==> src/bfr_pkg.sv <==
`default_nettype none

package bfr_pkg;

	// Framing bytes
	localparam logic [7:0] START_BYTE     = 8'h5A;
	localparam logic [7:0] TYPE_ACK       = 8'hA1;
	localparam logic [7:0] TYPE_NAK       = 8'hA2;
	localparam logic [7:0] TYPE_CMD       = 8'hA4;
	localparam logic [7:0] TYPE_DATA      = 8'hA5;
	localparam logic [7:0] TYPE_PING      = 8'hA6;
	localparam logic [7:0] TYPE_PING_RESP = 8'hA7;

	// CRC-16, poly 0x1021, MSB first
	localparam logic [15:0] CRC_POLY = 16'h1021;
	localparam logic [15:0] CRC_TOP  = 16'h8000;

	// Frame size limit register
	localparam int          LIMIT_W     = 12;
	localparam logic [11:0] LIMIT_RESET = 12'd2048;
	localparam logic [16:0] HARD_LIMIT  = 17'd2048;
	localparam int          ADDR_W      = 3;
	localparam logic        REG_FRAME_SIZE_LIMIT = 1'b0;

	// Fixed frame sizes
	localparam logic [10:0] PING_RESP_TOTAL = 11'd10;
	localparam logic [10:0] HEADER_TOTAL    = 11'd6;

	// Input stage contents
	typedef struct packed {
		logic       valid;
		logic [7:0] rx_byte;
	} bfr_stage_t;

	// One result item
	typedef struct packed {
		logic       payload_valid;
		logic [7:0] payload_byte;
		logic       frame_end;
		logic       crc_good;
		logic [7:0] frame_type;
		logic       response_event;
	} bfr_result_t;

	// One byte of CRC, eight bit steps unrolled
	function automatic logic [15:0] crc_byte(input logic [15:0] crc, input logic [7:0] b);
		logic [15:0] c;
		c = crc ^ {b, 8'h00};
		for (int k = 0; k < 8; k++) begin
			if ((c & CRC_TOP) != 16'h0000) begin
				c = {c[14:0], 1'b0} ^ CRC_POLY;
			end else begin
				c = {c[14:0], 1'b0};
			end
		end
		return c;
	endfunction

endpackage

`default_nettype wire

==> src/bfr_if.sv <==
`default_nettype none

// Received byte channel
interface bfr_in_if;
	logic       valid;
	logic       ready;
	logic [7:0] rx_byte;

	modport source (output valid, output rx_byte, input ready);
	modport sink (input valid, input rx_byte, output ready);
endinterface

// Result channel
interface bfr_out_if;
	logic       valid;
	logic       ready;
	logic       payload_valid;
	logic [7:0] payload_byte;
	logic       frame_end;
	logic       crc_good;
	logic [7:0] frame_type;
	logic       response_event;

	modport source (output valid, output payload_valid, output payload_byte,
		output frame_end, output crc_good, output frame_type, output response_event,
		input ready);
	modport sink (input valid, input payload_valid, input payload_byte,
		input frame_end, input crc_good, input frame_type, input response_event,
		output ready);
endinterface

`default_nettype wire

==> src/boot_frame_receiver_crc16.sv <==
// Serial bootloader frame receiver with CRC-16 (poly 0x1021, init 0) check.
// Feed one received byte per rx transaction; each byte yields exactly one
// result transaction on frame, carrying payload bytes of data frames, the
// frame type, frame end with CRC status, and a response event. Each byte
// goes through the input register, then parser and CRC byte update into the
// result register, and a new byte is accepted every cycle as long as results
// are taken; frame.ready stalls both registers.
// frame_size_limit sits at byte address 0 of the APB port and should only be
// written while no bytes are in flight. Payload is streamed, not buffered:
// drop it downstream when the closing result shows crc_good low.
`default_nettype none

module boot_frame_receiver_crc16 (
	input  wire                         clk,
	input  wire                         arst_n,
	bfr_in_if.sink                      rx,
	bfr_out_if.source                   frame,
	input  wire                         psel,
	input  wire                         penable,
	input  wire                         pwrite,
	input  wire  [bfr_pkg::ADDR_W-1:0]  paddr,
	input  wire  [31:0]                 pwdata,
	output logic [31:0]                 prdata,
	output logic                        pready
);

	logic [bfr_pkg::LIMIT_W-1:0] frame_size_limit;
	bfr_pkg::bfr_stage_t         stage;
	logic                        take;

	// Configuration registers
	bfr_apb_regs u_regs (
		.clk              (clk),
		.arst_n           (arst_n),
		.psel             (psel),
		.penable          (penable),
		.pwrite           (pwrite),
		.paddr            (paddr),
		.pwdata           (pwdata),
		.prdata           (prdata),
		.pready           (pready),
		.frame_size_limit (frame_size_limit)
	);

	// Input register
	bfr_in_stage u_in (
		.clk    (clk),
		.arst_n (arst_n),
		.rx     (rx),
		.take   (take),
		.stage  (stage)
	);

	// Parser, CRC and result register
	bfr_decode u_dec (
		.clk              (clk),
		.arst_n           (arst_n),
		.frame_size_limit (frame_size_limit),
		.stage            (stage),
		.take             (take),
		.frame            (frame)
	);

endmodule

`default_nettype wire

==> src/bfr_apb_regs.sv <==
`default_nettype none

module bfr_apb_regs (
	input  wire                           clk,
	input  wire                           arst_n,
	input  wire                           psel,
	input  wire                           penable,
	input  wire                           pwrite,
	input  wire  [bfr_pkg::ADDR_W-1:0]    paddr,
	input  wire  [31:0]                   pwdata,
	output logic [31:0]                   prdata,
	output logic                          pready,
	output logic [bfr_pkg::LIMIT_W-1:0]   frame_size_limit
);

	logic [bfr_pkg::LIMIT_W-1:0] limit_q;
	logic                        hit;

	// Word decode: register index is the address above the byte lane bits
	assign hit    = (paddr[bfr_pkg::ADDR_W-1] == bfr_pkg::REG_FRAME_SIZE_LIMIT);
	assign pready = 1'b1;

	always_ff @(posedge clk or negedge arst_n) begin
		if (!arst_n) begin
			limit_q <= bfr_pkg::LIMIT_RESET;
		end else if (psel && penable && pwrite && hit) begin
			limit_q <= pwdata[bfr_pkg::LIMIT_W-1:0];
		end
	end

	// Readback
	always_comb begin
		prdata = 32'h0;
		if (hit) begin
			prdata = {{(32-bfr_pkg::LIMIT_W){1'b0}}, limit_q};
		end
	end

	assign frame_size_limit = limit_q;

endmodule

`default_nettype wire

==> src/bfr_in_stage.sv <==
`default_nettype none

module bfr_in_stage (
	input  wire                  clk,
	input  wire                  arst_n,
	bfr_in_if.sink               rx,
	input  wire                  take,
	output bfr_pkg::bfr_stage_t  stage
);

	logic       valid_s1;
	logic [7:0] byte_s1;

	// Stage is free when empty or being drained this cycle
	assign rx.ready = !valid_s1 || take;

	always_ff @(posedge clk or negedge arst_n) begin
		if (!arst_n) begin
			valid_s1 <= 1'b0;
		end else if (rx.valid && rx.ready) begin
			valid_s1 <= 1'b1;
		end else if (take) begin
			valid_s1 <= 1'b0;
		end
	end

	always_ff @(posedge clk) begin
		if (rx.valid && rx.ready) begin
			byte_s1 <= rx.rx_byte;
		end
	end

	assign stage.valid   = valid_s1;
	assign stage.rx_byte = byte_s1;

endmodule

`default_nettype wire

==> src/bfr_decode.sv <==
`default_nettype none

module bfr_decode (
	input  wire                          clk,
	input  wire                          arst_n,
	input  wire  [bfr_pkg::LIMIT_W-1:0]  frame_size_limit,
	input  wire  bfr_pkg::bfr_stage_t    stage,
	output logic                         take,
	bfr_out_if.source                    frame
);

	localparam logic [2:0] PH_IDLE   = 3'd0;
	localparam logic [2:0] PH_TYPE   = 3'd1;
	localparam logic [2:0] PH_LEN_LO = 3'd2;
	localparam logic [2:0] PH_LEN_HI = 3'd3;
	localparam logic [2:0] PH_CRC_LO = 3'd4;
	localparam logic [2:0] PH_CRC_HI = 3'd5;
	localparam logic [2:0] PH_DATA   = 3'd6;

	logic [2:0]  phase_q,        phase_d;
	logic [10:0] byte_index_q,   byte_index_d;
	logic [10:0] frame_total_q,  frame_total_d;
	logic [7:0]  length_low_q,   length_low_d;
	logic [15:0] crc_running_q,  crc_running_d;
	logic [15:0] crc_stored_q,   crc_stored_d;
	logic [7:0]  type_held_q,    type_held_d;

	logic                 out_valid_q;
	bfr_pkg::bfr_result_t res_q;
	bfr_pkg::bfr_result_t res_d;

	logic [7:0]  b;
	logic [15:0] crc_upd;
	logic [15:0] crc_hi_stored;
	logic [16:0] total;
	logic [11:0] next_index;

	// Move the staged byte when the result register is free or draining
	assign take = stage.valid && (!out_valid_q || frame.ready);

	assign b             = stage.rx_byte;
	assign crc_upd       = bfr_pkg::crc_byte(crc_running_q, b);
	assign crc_hi_stored = {b, crc_stored_q[7:0]};
	assign total         = {1'b0, b, length_low_q} + 17'd6;
	assign next_index    = {1'b0, byte_index_q} + 12'd1;

	// Frame parser: next state and result for the staged byte
	always_comb begin
		phase_d       = phase_q;
		byte_index_d  = byte_index_q;
		frame_total_d = frame_total_q;
		length_low_d  = length_low_q;
		crc_running_d = crc_running_q;
		crc_stored_d  = crc_stored_q;
		type_held_d   = type_held_q;
		res_d         = '0;

		unique case (phase_q)
			PH_TYPE: begin
				unique case (b) inside
					bfr_pkg::TYPE_CMD, bfr_pkg::TYPE_DATA,
					bfr_pkg::TYPE_PING_RESP: begin
						res_d.frame_type = b;
						type_held_d      = b;
						crc_running_d    = crc_upd;
						byte_index_d     = 11'd2;
						if (b == bfr_pkg::TYPE_PING_RESP) begin
							frame_total_d        = bfr_pkg::PING_RESP_TOTAL;
							res_d.response_event = 1'b1;
						end
						phase_d = PH_LEN_LO;
					end
					bfr_pkg::TYPE_PING: begin
						res_d.frame_type     = b;
						res_d.response_event = 1'b1;
						phase_d              = PH_IDLE;
					end
					bfr_pkg::TYPE_ACK, bfr_pkg::TYPE_NAK: begin
						res_d.frame_type = b;
						phase_d          = PH_IDLE;
					end
					default: begin
						// unknown type: keep waiting for a type byte
					end
				endcase
			end
			PH_LEN_LO: begin
				res_d.frame_type = type_held_q;
				crc_running_d    = crc_upd;
				length_low_d     = b;
				byte_index_d     = 11'd3;
				phase_d          = PH_LEN_HI;
			end
			PH_LEN_HI: begin
				res_d.frame_type = type_held_q;
				crc_running_d    = crc_upd;
				// oversized frames are marked by a zero total
				if (type_held_q != bfr_pkg::TYPE_PING_RESP) begin
					if (total < {5'd0, frame_size_limit} && total < bfr_pkg::HARD_LIMIT) begin
						frame_total_d = total[10:0];
					end else begin
						frame_total_d = 11'd0;
					end
				end
				byte_index_d = 11'd4;
				phase_d      = PH_CRC_LO;
			end
			PH_CRC_LO: begin
				res_d.frame_type = type_held_q;
				crc_stored_d     = {8'h00, b};
				byte_index_d     = 11'd5;
				phase_d          = PH_CRC_HI;
			end
			PH_CRC_HI: begin
				res_d.frame_type = type_held_q;
				crc_stored_d     = crc_hi_stored;
				byte_index_d     = 11'd6;
				if (frame_total_q == 11'd0) begin
					phase_d     = PH_IDLE;
					type_held_d = 8'h00;
				end else if (frame_total_q == bfr_pkg::HEADER_TOTAL) begin
					// zero-length frame closes here
					res_d.frame_end      = 1'b1;
					res_d.crc_good       = (crc_running_q == crc_hi_stored);
					res_d.response_event = (crc_running_q == crc_hi_stored);
					phase_d              = PH_IDLE;
					type_held_d          = 8'h00;
				end else begin
					phase_d = PH_DATA;
				end
			end
			PH_DATA: begin
				res_d.frame_type = type_held_q;
				crc_running_d    = crc_upd;
				if (type_held_q == bfr_pkg::TYPE_DATA) begin
					res_d.payload_valid = 1'b1;
					res_d.payload_byte  = b;
				end
				if (next_index >= {1'b0, frame_total_q}) begin
					res_d.frame_end      = 1'b1;
					res_d.crc_good       = (crc_upd == crc_stored_q);
					res_d.response_event = (crc_upd == crc_stored_q);
					phase_d              = PH_IDLE;
					type_held_d          = 8'h00;
				end else begin
					byte_index_d = next_index[10:0];
				end
			end
			default: begin
				// idle, and any unused code: hunt for the start byte
				phase_d = PH_IDLE;
				if (b == bfr_pkg::START_BYTE) begin
					crc_running_d = bfr_pkg::crc_byte(16'h0000, b);
					byte_index_d  = 11'd1;
					frame_total_d = 11'd0;
					length_low_d  = 8'h00;
					crc_stored_d  = 16'h0000;
					type_held_d   = 8'h00;
					phase_d       = PH_TYPE;
				end
			end
		endcase
	end

	// Parser state
	always_ff @(posedge clk or negedge arst_n) begin
		if (!arst_n) begin
			phase_q       <= PH_IDLE;
			byte_index_q  <= 11'd0;
			frame_total_q <= 11'd0;
			length_low_q  <= 8'h00;
			crc_running_q <= 16'h0000;
			crc_stored_q  <= 16'h0000;
			type_held_q   <= 8'h00;
		end else if (take) begin
			phase_q       <= phase_d;
			byte_index_q  <= byte_index_d;
			frame_total_q <= frame_total_d;
			length_low_q  <= length_low_d;
			crc_running_q <= crc_running_d;
			crc_stored_q  <= crc_stored_d;
			type_held_q   <= type_held_d;
		end
	end

	// Result register
	always_ff @(posedge clk or negedge arst_n) begin
		if (!arst_n) begin
			out_valid_q <= 1'b0;
		end else if (take) begin
			out_valid_q <= 1'b1;
		end else if (frame.ready) begin
			out_valid_q <= 1'b0;
		end
	end

	always_ff @(posedge clk) begin
		if (take) begin
			res_q <= res_d;
		end
	end

	assign frame.valid          = out_valid_q;
	assign frame.payload_valid  = res_q.payload_valid;
	assign frame.payload_byte   = res_q.payload_byte;
	assign frame.frame_end      = res_q.frame_end;
	assign frame.crc_good       = res_q.crc_good;
	assign frame.frame_type     = res_q.frame_type;
	assign frame.response_event = res_q.response_event;

endmodule

`default_nettype wire

==> src/flat_wrapper.sv <==
// flat-port wrapper written by rule: the top's interface ports become plain ports
module boot_frame_receiver_crc16_flat 
  (clk, arst_n, psel, penable, pwrite, paddr, pwdata, prdata, pready, rx_valid, rx_rx_byte, rx_ready, frame_valid, frame_payload_valid, frame_payload_byte, frame_frame_end, frame_crc_good, frame_frame_type, frame_response_event, frame_ready);
  bfr_in_if rx_i ();
  bfr_out_if frame_i ();
  input  wire clk;
  input  wire arst_n;
  input  wire psel;
  input  wire penable;
  input  wire pwrite;
  input  wire  [bfr_pkg::ADDR_W-1:0] paddr;
  input  wire  [31:0] pwdata;
  output logic [31:0] prdata;
  output logic pready;
  input wire logic [$bits(rx_i.valid)-1:0] rx_valid;
  input wire logic [$bits(rx_i.rx_byte)-1:0] rx_rx_byte;
  output wire logic [$bits(rx_i.ready)-1:0] rx_ready;
  output wire logic [$bits(frame_i.valid)-1:0] frame_valid;
  output wire logic [$bits(frame_i.payload_valid)-1:0] frame_payload_valid;
  output wire logic [$bits(frame_i.payload_byte)-1:0] frame_payload_byte;
  output wire logic [$bits(frame_i.frame_end)-1:0] frame_frame_end;
  output wire logic [$bits(frame_i.crc_good)-1:0] frame_crc_good;
  output wire logic [$bits(frame_i.frame_type)-1:0] frame_frame_type;
  output wire logic [$bits(frame_i.response_event)-1:0] frame_response_event;
  input wire logic [$bits(frame_i.ready)-1:0] frame_ready;
  assign rx_i.valid = rx_valid;
  assign rx_i.rx_byte = rx_rx_byte;
  assign rx_ready = rx_i.ready;
  assign frame_valid = frame_i.valid;
  assign frame_payload_valid = frame_i.payload_valid;
  assign frame_payload_byte = frame_i.payload_byte;
  assign frame_frame_end = frame_i.frame_end;
  assign frame_crc_good = frame_i.crc_good;
  assign frame_frame_type = frame_i.frame_type;
  assign frame_response_event = frame_i.response_event;
  assign frame_i.ready = frame_ready;
  boot_frame_receiver_crc16 u_core (.clk(clk), .arst_n(arst_n), .rx(rx_i), .frame(frame_i), .psel(psel), .penable(penable), .pwrite(pwrite), .paddr(paddr), .pwdata(pwdata), .prdata(prdata), .pready(pready));
endmodule
==> config.mk <==
export PLATFORM = sky130hd
export DESIGN_NAME = boot_frame_receiver_crc16_flat
export DESIGN_NICKNAME = d
export VERILOG_FILES = /design/src/bfr_pkg.sv /design/src/bfr_if.sv /design/src/boot_frame_receiver_crc16.sv /design/src/bfr_apb_regs.sv /design/src/bfr_in_stage.sv /design/src/bfr_decode.sv /design/src/flat_wrapper.sv
export SDC_FILE = /design/constraint.sdc
export NUM_CORES = 1
export LEC_CHECK = 0
export BUFFER_PORTS_ARGS = -buffer_cell sky130_fd_sc_hd__buf_2
export CAP_MARGIN = 20
export CORE_MARGIN = 2
export CORE_UTILIZATION = 34
export CTS_CLUSTER_SIZE = 25
export DETAILED_ROUTE_END_ITERATION = 8
export GPL_TIMING_DRIVEN = 0
export SYNTH_ARGS = -nofsm -noshare
export SYNTH_HDL_FRONTEND = slang
export SYNTH_SLANG_ARGS = --single-unit
==> constraint.sdc <==
create_clock -name clk -period 3.1 [get_ports clk]
set_input_delay 0.62 -clock clk [delete_from_list [all_inputs] [get_ports clk]]
set_output_delay 0.62 -clock clk [all_outputs]
set_load 0.05 [all_outputs]
==> impl_metrics.json, run 1 <==
{
  "hold_path.class": "input pin to asynchronous set/reset pin",
  "grt_setup_unrepaired": "yes",
  "path_class": "register to register",
  "skew_ns": 0.006315,
  "worst_pin_slew_ns": 0.8956,
  "max_freq_ghz": 0.3191,
  "die_h_um": 148.7,
  "required_ns": 3.45,
  "drcViolationCount": 0,
  "endpoint": "u_core.u_dec.frame_total_q[8]$_DFFE_PN0P_",
  "drt_iter0_markers": 543,
  "grt_pass1_wl_mm": 28.35,
  "r2r_slack_ns": -0.03,
  "clock_latency_ns": 0.42,
  "yosysUniqueCellTypes": 69,
  "fin_area_sq_um": 8775,
  "p_sw_share_pct": 38.86,
  "wl_mm": 17.76,
  "antenna_left": 0,
  "cts_buffers": 17,
  "hold_slack_ns": 0.2323,
  "r2r-start": "u_core.u_dec.length_low_q[1]$_DFFE_PN0P_",
  "tns_ns": -0.2123,
  "synthToLayoutAreaGrowth_pct": 23.32,
  "fin_total_pwr_mw": 7.767,
  "clockRootBuffer": "clkbuf_16",
  "core-area_sq_um": 20360,
  "ys_warn_count": 0,
  "synth-seq-cells": 115,
  "power.density_nw_per_um2": 885.1,
  "p_int_mw": 4.748,
  "post_drt_wl_per_cell_um": 15.67,
  "slew_headroom_pct": 40.23,
  "firstDrtPassIters": 5,
  "r2r_cells": 14,
  "cts_htree_levels": 4,
  "grt_max_degree": 49,
  "worstReg2RegEnd": "u_core.u_dec.frame_total_q[8]$_DFFE_PN0P_",
  "finalNetCount": 925,
  "path_cells": "inv_2 -> ha_4 -> and4b_1 -> nand2_2 -> xnor2_2 -> ha_1 -> a21oi_2 -> o22ai_1 -> or4_1 -> a21oi_2 -> nor2_2 -> nor3_4 -> buf_6 -> a22o_1",
  "vias": 5598,
  "die_w_um": 148.7,
  "final_core_util_pct": 43.09,
  "status": "finished, violations left",
  "numPlacedInstances": 1086,
  "drv_slew": 0,
  "slowest_delay_ns": 0.56,
  "p_sw_mw": 3.018,
  "setup.worst_path.start": "u_core.u_dec.length_low_q[1]$_DFFE_PN0P_",
  "clkTransAtPathRegs_ns": 0.05,
  "gp_congestion": 0.9043,
  "pre_cts_ws_ns": -0.5898,
  "p_seq_share_pct": 29.6,
  "drive_gt1_share_pct": 22.71,
  "leakagePower_nw": 3.924,
  "avgSynthCellArea_sq_um": 9.681,
  "ir_drop_v": 0.0004823,
  "num_antenna_cells": 0,
  "clockPowerShare_pct": 26.1,
  "crit_path_end_kind": "register",
  "synth-edff-count": 28,
  "numPortBuffers": 61,
  "cts_tree": "built",
  "via_per_inst": 4.941,
  "place_area_sq_um": 7853,
  "crit_cells": 14,
  "start_kind": "register",
  "fin_cells": 1133,
  "synthesis.area_sq_um": 7116,
  "cpMostUsedCell": "a21oi_2",
  "drv_cap": 0,
  "setup_viol": 9,
  "failed_checks": "setup timing",
  "synth_async_sr_flop_share_pct": 75.65,
  "grt_remaining_overflow": 0,
  "start_util_pct": 34.94,
  "die-area_sq_um": 22100,
  "fin_crit_ns": 3.134,
  "crit_family": "simple AND/OR/NAND/NOR gates",
  "critical_path_buf_inv_count": 2,
  "clock_path_buffers": 2,
  "syn_inst": 735,
  "place_hpwl_mm": 12.67,
  "grt_pass1_vias": 5358,
  "ios": 105,
  "antenna_found_initial": 0,
  "grtUsageTotal_pct": 16.42,
  "cp_max_fo": 5,
  "power_frac_comb_pct": 44.3,
  "layout_setup_ws_ns": -0.03384,
  "slowest_stage": "or4_1",
  "finalHoldViolCount": 0,
  "num_rows": 52,
  "fin_crit_sh_pct": 101.1,
  "synth_ff_type": "dfrtp_1",
  "cp.arrival_ns": 3.49,
  "seq_area_frac_synth_pct": 42.43,
  "cts.sinks": 115
}
-- cells in the mapped netlist (3+ instances only) --
cell       count  area, sq um
xnor3_1        3        67.56
o22ai_1        3        18.77
a22o_1        24        210.2
buf_1          6        22.52
and3_1        10        62.56
nor2b_1        3        18.77
nand2_1       83        311.6
a221oi_1       3        26.28
a31oi_1       14        87.58
dfrtp_1       86         2152
mux2i_1        5        50.05
or4_1          3        22.52
nand3b_1       5        37.54
and2_1        16        100.1
nor4_1         9        56.30
nor2_1        37        138.9
edfxtp_1      28        840.8
buf_4         23        172.7
buf_2          4        20.02
nand2b_1      11        68.82
o21ai_0       46        230.2
nand4_1        7        43.79
o2111ai_1      3        26.28
a21oi_1       16        80.08
xnor2_1       52        455.4
a21o_1         7        52.55
nor3_1        15        75.07
xor2_1        40        350.3
ha_1          24        300.3
inv_1         39        146.4
nand3_1       15        75.07
clkbuf_1      24        90.09
o31ai_1        5        37.54
mux2_2        19        214.0
-- worst reg2reg max path: stages (launching register included) --
cell and delay [ns]:
dfrtp_2 0.41, inv_2 0.07, ha_4 0.16, and4b_1 0.30
nand2_2 0.08, xnor2_2 0.23, ha_1 0.29, a21oi_2 0.13
o22ai_1 0.09, or4_1 0.56, a21oi_2 0.19, nor2_2 0.07
nor3_4 0.22, buf_6 0.15, a22o_1 0.12
-- power groups by stage --
stage	clock, mW	sequential, mW	combinational (mW)
after floorplan	0	2.27	2.47
after global placement	0	2.29	3.13
after detailed placement	0	2.29	3.18
after CTS	2.06	2.27	3.25
after global routing	2.13	2.34	3.82
final	2.03	2.30	3.44
-- worst min-delay path by stage --
stage                     slack [ns]                                     startpoint                                             to  cells after the start
after floorplan                 0.32                                         arst_n       u_core.u_dec.byte_index_q[0]$_DFFE_PN0P_                      0
after global placement          0.49        u_core.u_dec.type_held_q[3]$_DFFE_PN0P_        u_core.u_dec.type_held_q[3]$_DFFE_PN0P_                      1
after detailed placement        0.49  u_core.u_regs.frame_size_limit[9]$_DFFE_PN0P_  u_core.u_regs.frame_size_limit[9]$_DFFE_PN0P_                      1
after CTS                       0.25                                         arst_n     u_core.u_dec.crc_running_q[15]$_DFFE_PN0P_                      1
after global routing            0.28                                         arst_n     u_core.u_dec.crc_running_q[15]$_DFFE_PN0P_                      1
final                           0.23                                         arst_n     u_core.u_dec.crc_running_q[15]$_DFFE_PN0P_                      1
-- layout by cell type, fill, tap and decap left out, types with 4 or more instances in the layout --
| master | Yosys | routed |
|---|---|---|
| buf_2 | 4 | 63 |
| a21oi_1 | 16 | 12 |
| buf_6 | 2 | 5 |
| xnor2_1 | 52 | 51 |
| a22o_1 | 24 | 24 |
| mux2_2 | 19 | 19 |
| clkbuf_8 | 0 | 6 |
| nand2_1 | 83 | 82 |
| inv_1 | 39 | 37 |
| xor2_1 | 40 | 39 |
| buf_1 | 6 | 6 |
| nand3b_1 | 5 | 5 |
| conb_1 | 2 | 21 |
| nand2b_1 | 11 | 11 |
| clkbuf_1 | 24 | 25 |
| nor2_1 | 37 | 34 |
| nor4_1 | 9 | 8 |
| nand4_1 | 7 | 7 |
| o31ai_1 | 5 | 4 |
| clkbuf_16 | 0 | 18 |
| and2_1 | 16 | 16 |
| a31oi_1 | 14 | 14 |
| and3_1 | 10 | 7 |
| a21oi_2 | 0 | 4 |
| a21o_1 | 7 | 7 |
| nand3_1 | 15 | 14 |
| mux2i_1 | 5 | 5 |
| nor3_1 | 15 | 14 |
| ha_1 | 24 | 22 |
| edfxtp_1 | 28 | 28 |
| buf_4 | 23 | 41 |
| dfrtp_1 | 86 | 84 |
| o21ai_0 | 46 | 43 |
-- state kept, by name (all words and copies together), names as in the netlist, 3 cells and up --
name and count:
u_core.u_dec.crc_running_q 16, u_core.u_dec.byte_index_q 11, u_core.u_dec.phase_q 3, u_core.u_dec.frame.payload_byte 8
u_core.u_dec.frame_total_q 11, u_core.u_in.byte_s1 8, u_core.u_dec.frame.frame_type 8, u_core.u_dec.crc_stored_q 16
u_core.u_regs.frame_size_limit 12, u_core.u_dec.type_held_q 8, u_core.u_dec.length_low_q 8
-- layer usage --
layer / track usage [%] / wire length (um) / vias to the layer above
li1: - / - / 2768
met1: 24.10 / 8863 / 2679
met2: 24.33 / 7777 / 140
met3: 3.926 / 921 / 11
met4: 4.238 / 196 / 0
met5: 0 / 0 / -
-- repair_timing --
| item | 4_1_cts | 5_1_grt |
|---|---|---|
| hold buffers | 0 | 0 |
| endpoints found under the setup margin | 35 | 35 |
| buffers inserted | 4 | 15 |
| resized for setup | 14 | 35 |
| pin swaps | 4 | 22 |
-- final cells by class --
class                           count  area [sq um]
Fill cell                        1955         11590
Multi-Input combinational cell    540          3850
Sequential cell                   115          3022
Clock buffer                       28         548.0
Timing Repair Buffer               80         470.5
Tap cell                          270         337.8
Buffer                             58         335.3
Inverter                           39         146.4
Clock inverter                      3         65.06
-- cells by family (layout without fill, tap and decap cells) --
family / after synthesis / in the layout / share of synthesized area (%)
flops: 115 / 115 / 42.43
xor+xnor: 95 / 95 / 12.27
simple gates: 231 / 231 / 16.63
mux: 24 / 24 / 3.710
other cells: 2 / 21 / 0.1055
fa+ha+maj: 24 / 24 / 4.220
buf+inv: 99 / 208 / 6.735
compound gates: 145 / 145 / 13.89
(Power assumes the default switching activity.)
==> inputs of run 2 (changes only) <==
CAP_MARGIN = 25   (was 20)
SKIP_LAST_GASP = 1   (was unset)
==> run 2 against run 1 <==
Net effect:
- the flow still finishes with violations (setup timing)
- worst setup slack lost 0.0039 ns
- die area stayed put
- clock skew about the same
- final cell count stayed put
- maximum frequency down 0.12%
- first-iteration DRC count stayed put
- critical path depth unchanged
- combinational power about the same
- sequential share of layout area about the same
- clock-buffer cell count unchanged
- power decreased by 0.31%
- via count hardly changed
- highest routed layer unchanged
==> impl_metrics.json, run 2 (synthesis gave the netlist of run 1 again) <==
{
  "fin_crit_sh_pct": 101.2,
  "layout_setup_ws_ns": -0.03769,
  "leakagePower_nw": 3.923,
  "start_kind": "register",
  "core-area_sq_um": 20360,
  "finalNetCount": 925,
  "max_freq_ghz": 0.3187,
  "drv_slew": 0,
  "clockRootBuffer": "clkbuf_16",
  "grtUsageTotal_pct": 16.42,
  "grt_setup_unrepaired": "yes",
  "vias": 5602,
  "crit_cells": 14,
  "p_seq_share_pct": 29.7,
  "hold_buffers": 0,
  "worst_pin_slew_ns": 0.8976,
  "cp.arrival_ns": 3.49,
  "cts.sinks": 115,
  "clkTransAtPathRegs_ns": 0.05,
  "p_int_mw": 4.730,
  "slowest_delay_ns": 0.56,
  "antenna_found_initial": 0,
  "failed_checks": "setup timing",
  "skew_ns": 0.006110,
  "r2r-start": "u_core.u_dec.length_low_q[1]$_DFFE_PN0P_",
  "place_hpwl_mm": 12.67,
  "firstDrtPassIters": 5,
  "cp_max_fo": 5,
  "die_w_um": 148.7,
  "path_class": "register to register",
  "cts_htree_levels": 4,
  "start_util_pct": 34.94,
  "drt_iter0_markers": 543,
  "drv_cap": 0,
  "cts_tree": "built",
  "via_per_inst": 4.944,
  "required_ns": 3.45,
  "num_rows": 52,
  "wl_mm": 17.76,
  "grt_remaining_overflow": 0,
  "p_sw_mw": 3.012,
  "drive_gt1_share_pct": 22.71,
  "power.density_nw_per_um2": 883.2,
  "status": "finished, violations left",
  "crit_path_end_kind": "register",
  "cts_buffers": 17,
  "crit_family": "simple AND/OR/NAND/NOR gates",
  "gp_congestion": 0.9043,
  "ios": 105,
  "finalHoldViolCount": 0,
  "grt_pass1_vias": 5358,
  "r2r_cells": 14,
  "drcViolationCount": 0,
  "clock_latency_ns": 0.42,
  "layout_common_cells": "dfrtp_1, nand2_1, buf_2, xnor2_1, o21ai_0",
  "fillers": 1956,
  "ir_drop_v": 0.0004825,
  "slowest_stage": "or4_1",
  "antenna_left": 0,
  "synthToLayoutAreaGrowth_pct": 23.21,
  "endpoint": "u_core.u_dec.frame_total_q[8]$_DFFE_PN0P_",
  "slew_headroom_pct": 40.09,
  "setup_viol": 9,
  "fin_crit_ns": 3.138,
  "pre_cts_ws_ns": -0.5898,
  "r2r_slack_ns": -0.04,
  "numPortBuffers": 61,
  "path_cells": "inv_2 -> ha_4 -> and4b_1 -> nand2_2 -> xnor2_2 -> ha_1 -> a21oi_2 -> o22ai_1 -> or4_1 -> a21oi_2 -> nor2_2 -> nor3_4 -> buf_6 -> a22o_1",
  "final_common_cell": "dfrtp_1",
  "cpMostUsedCell": "a21oi_2",
  "grt_pass1_wl_mm": 28.35,
  "critical_path_buf_inv_count": 2,
  "tns_ns": -0.2397,
  "clockPowerShare_pct": 26.2,
  "num_antenna_cells": 0,
  "die-area_sq_um": 22100,
  "grt_max_degree": 49,
  "post_drt_wl_per_cell_um": 15.67,
  "hold_path.class": "input pin to asynchronous set/reset pin",
  "power_frac_comb_pct": 44.2,
  "clock_path_buffers": 2,
  "worstReg2RegEnd": "u_core.u_dec.frame_total_q[8]$_DFFE_PN0P_",
  "p_sw_share_pct": 38.90,
  "setup.worst_path.start": "u_core.u_dec.length_low_q[1]$_DFFE_PN0P_",
  "die_h_um": 148.7
}
==> run 2: cell counts in the layout (fill, tap and decap cells not counted) <==
Identical to the previous run, type by type.
==> run 2: repair_timing <==
action                                 4_1_cts  5_1_grt
pin swaps                                    4       22
endpoints found under the hold margin        0        0
setup endpoints to repair                   35       35
resized for setup                           14       34
buffers inserted                             4       15
==> run 2: through the flow <==
| step | cells | hold slack [ns] | power [mW] | utilization (%) | instance area (sq um) |
|---|---|---|---|---|---|
| after floorplan | 754 | 0.3244 | 4.738 | - | 7187 |
| after global placement | 1085 | 0.4882 | 5.420 | 38.45 | 7830 |
| after detailed placement | 1086 | 0.4931 | 5.466 | 38.56 | 7853 |
| after CTS | 1119 | 0.2463 | 7.584 | 41.92 | 8537 |
| after global routing | 1133 | 0.2781 | 8.259 | 43.05 | 8767 |
| final | 1133 | 0.2296 | 7.743 | 43.05 | 8767 |
==> run 2: routing by layer <==
metal / vias to the layer above / part of all wire [%] / track usage, %
met1: 2689 / 50 / 24.10
met3: 11 / 5.0 / 3.926
li1: 2767 / - / -
met2: 135 / 44 / 24.33
met4: 0 / 1.0 / 4.238
met5: - / 0 / 0
==> run 2: worst min path at each step <==
stage / start / endpoint / slack, ns / depth (start not counted)
5_1_grt: arst_n / u_core.u_dec.crc_running_q[15]$_DFFE_PN0P_ / 0.28 / 1
3_5_place_dp: u_core.u_regs.frame_size_limit[9]$_DFFE_PN0P_ / u_core.u_regs.frame_size_limit[9]$_DFFE_PN0P_ / 0.49 / 1
2_1_floorplan: arst_n / u_core.u_dec.byte_index_q[0]$_DFFE_PN0P_ / 0.32 / 0
4_1_cts: arst_n / u_core.u_dec.crc_running_q[15]$_DFFE_PN0P_ / 0.25 / 1
6_report: arst_n / u_core.u_dec.crc_running_q[15]$_DFFE_PN0P_ / 0.23 / 1
3_3_place_gp: u_core.u_dec.type_held_q[3]$_DFFE_PN0P_ / u_core.u_dec.type_held_q[3]$_DFFE_PN0P_ / 0.49 / 1
==> run 2: area by class of cell <==
cell class / instances / area (sq um) / share of cell area, %
multi-input combinational: 540 / 3842 / 43.83
clock inverter: 3 / 65.06 / 0.7421
buffer: 58 / 335.3 / 3.825
timing repair buffer: 80 / 470.5 / 5.366
inverter: 39 / 146.4 / 1.670
tap: 270 / 337.8 / 3.853
sequential: 115 / 3022 / 34.47
clock buffer: 28 / 548.0 / 6.251
==> run 2: power by group through the flow <==
stage / logic, mW / registers (mW) / clock network (mW)
2_1_floorplan: 2.47 / 2.27 / 0
3_3_place_gp: 3.13 / 2.29 / 0
3_5_place_dp: 3.18 / 2.29 / 0
4_1_cts: 3.25 / 2.27 / 2.06
5_1_grt: 3.79 / 2.34 / 2.13
6_report: 3.42 / 2.30 / 2.03
==> run 2: worst register-to-register path: stages (launching register included) <==
cell and delay [ns]:
dfrtp_2 0.41, inv_2 0.07, ha_4 0.16, and4b_1 0.30, nand2_2 0.08, xnor2_2 0.23, ha_1 0.29, a21oi_2 0.13
o22ai_1 0.09, or4_1 0.56, a21oi_2 0.19, nor2_2 0.07, nor3_4 0.22, buf_6 0.15, a22o_1 0.12
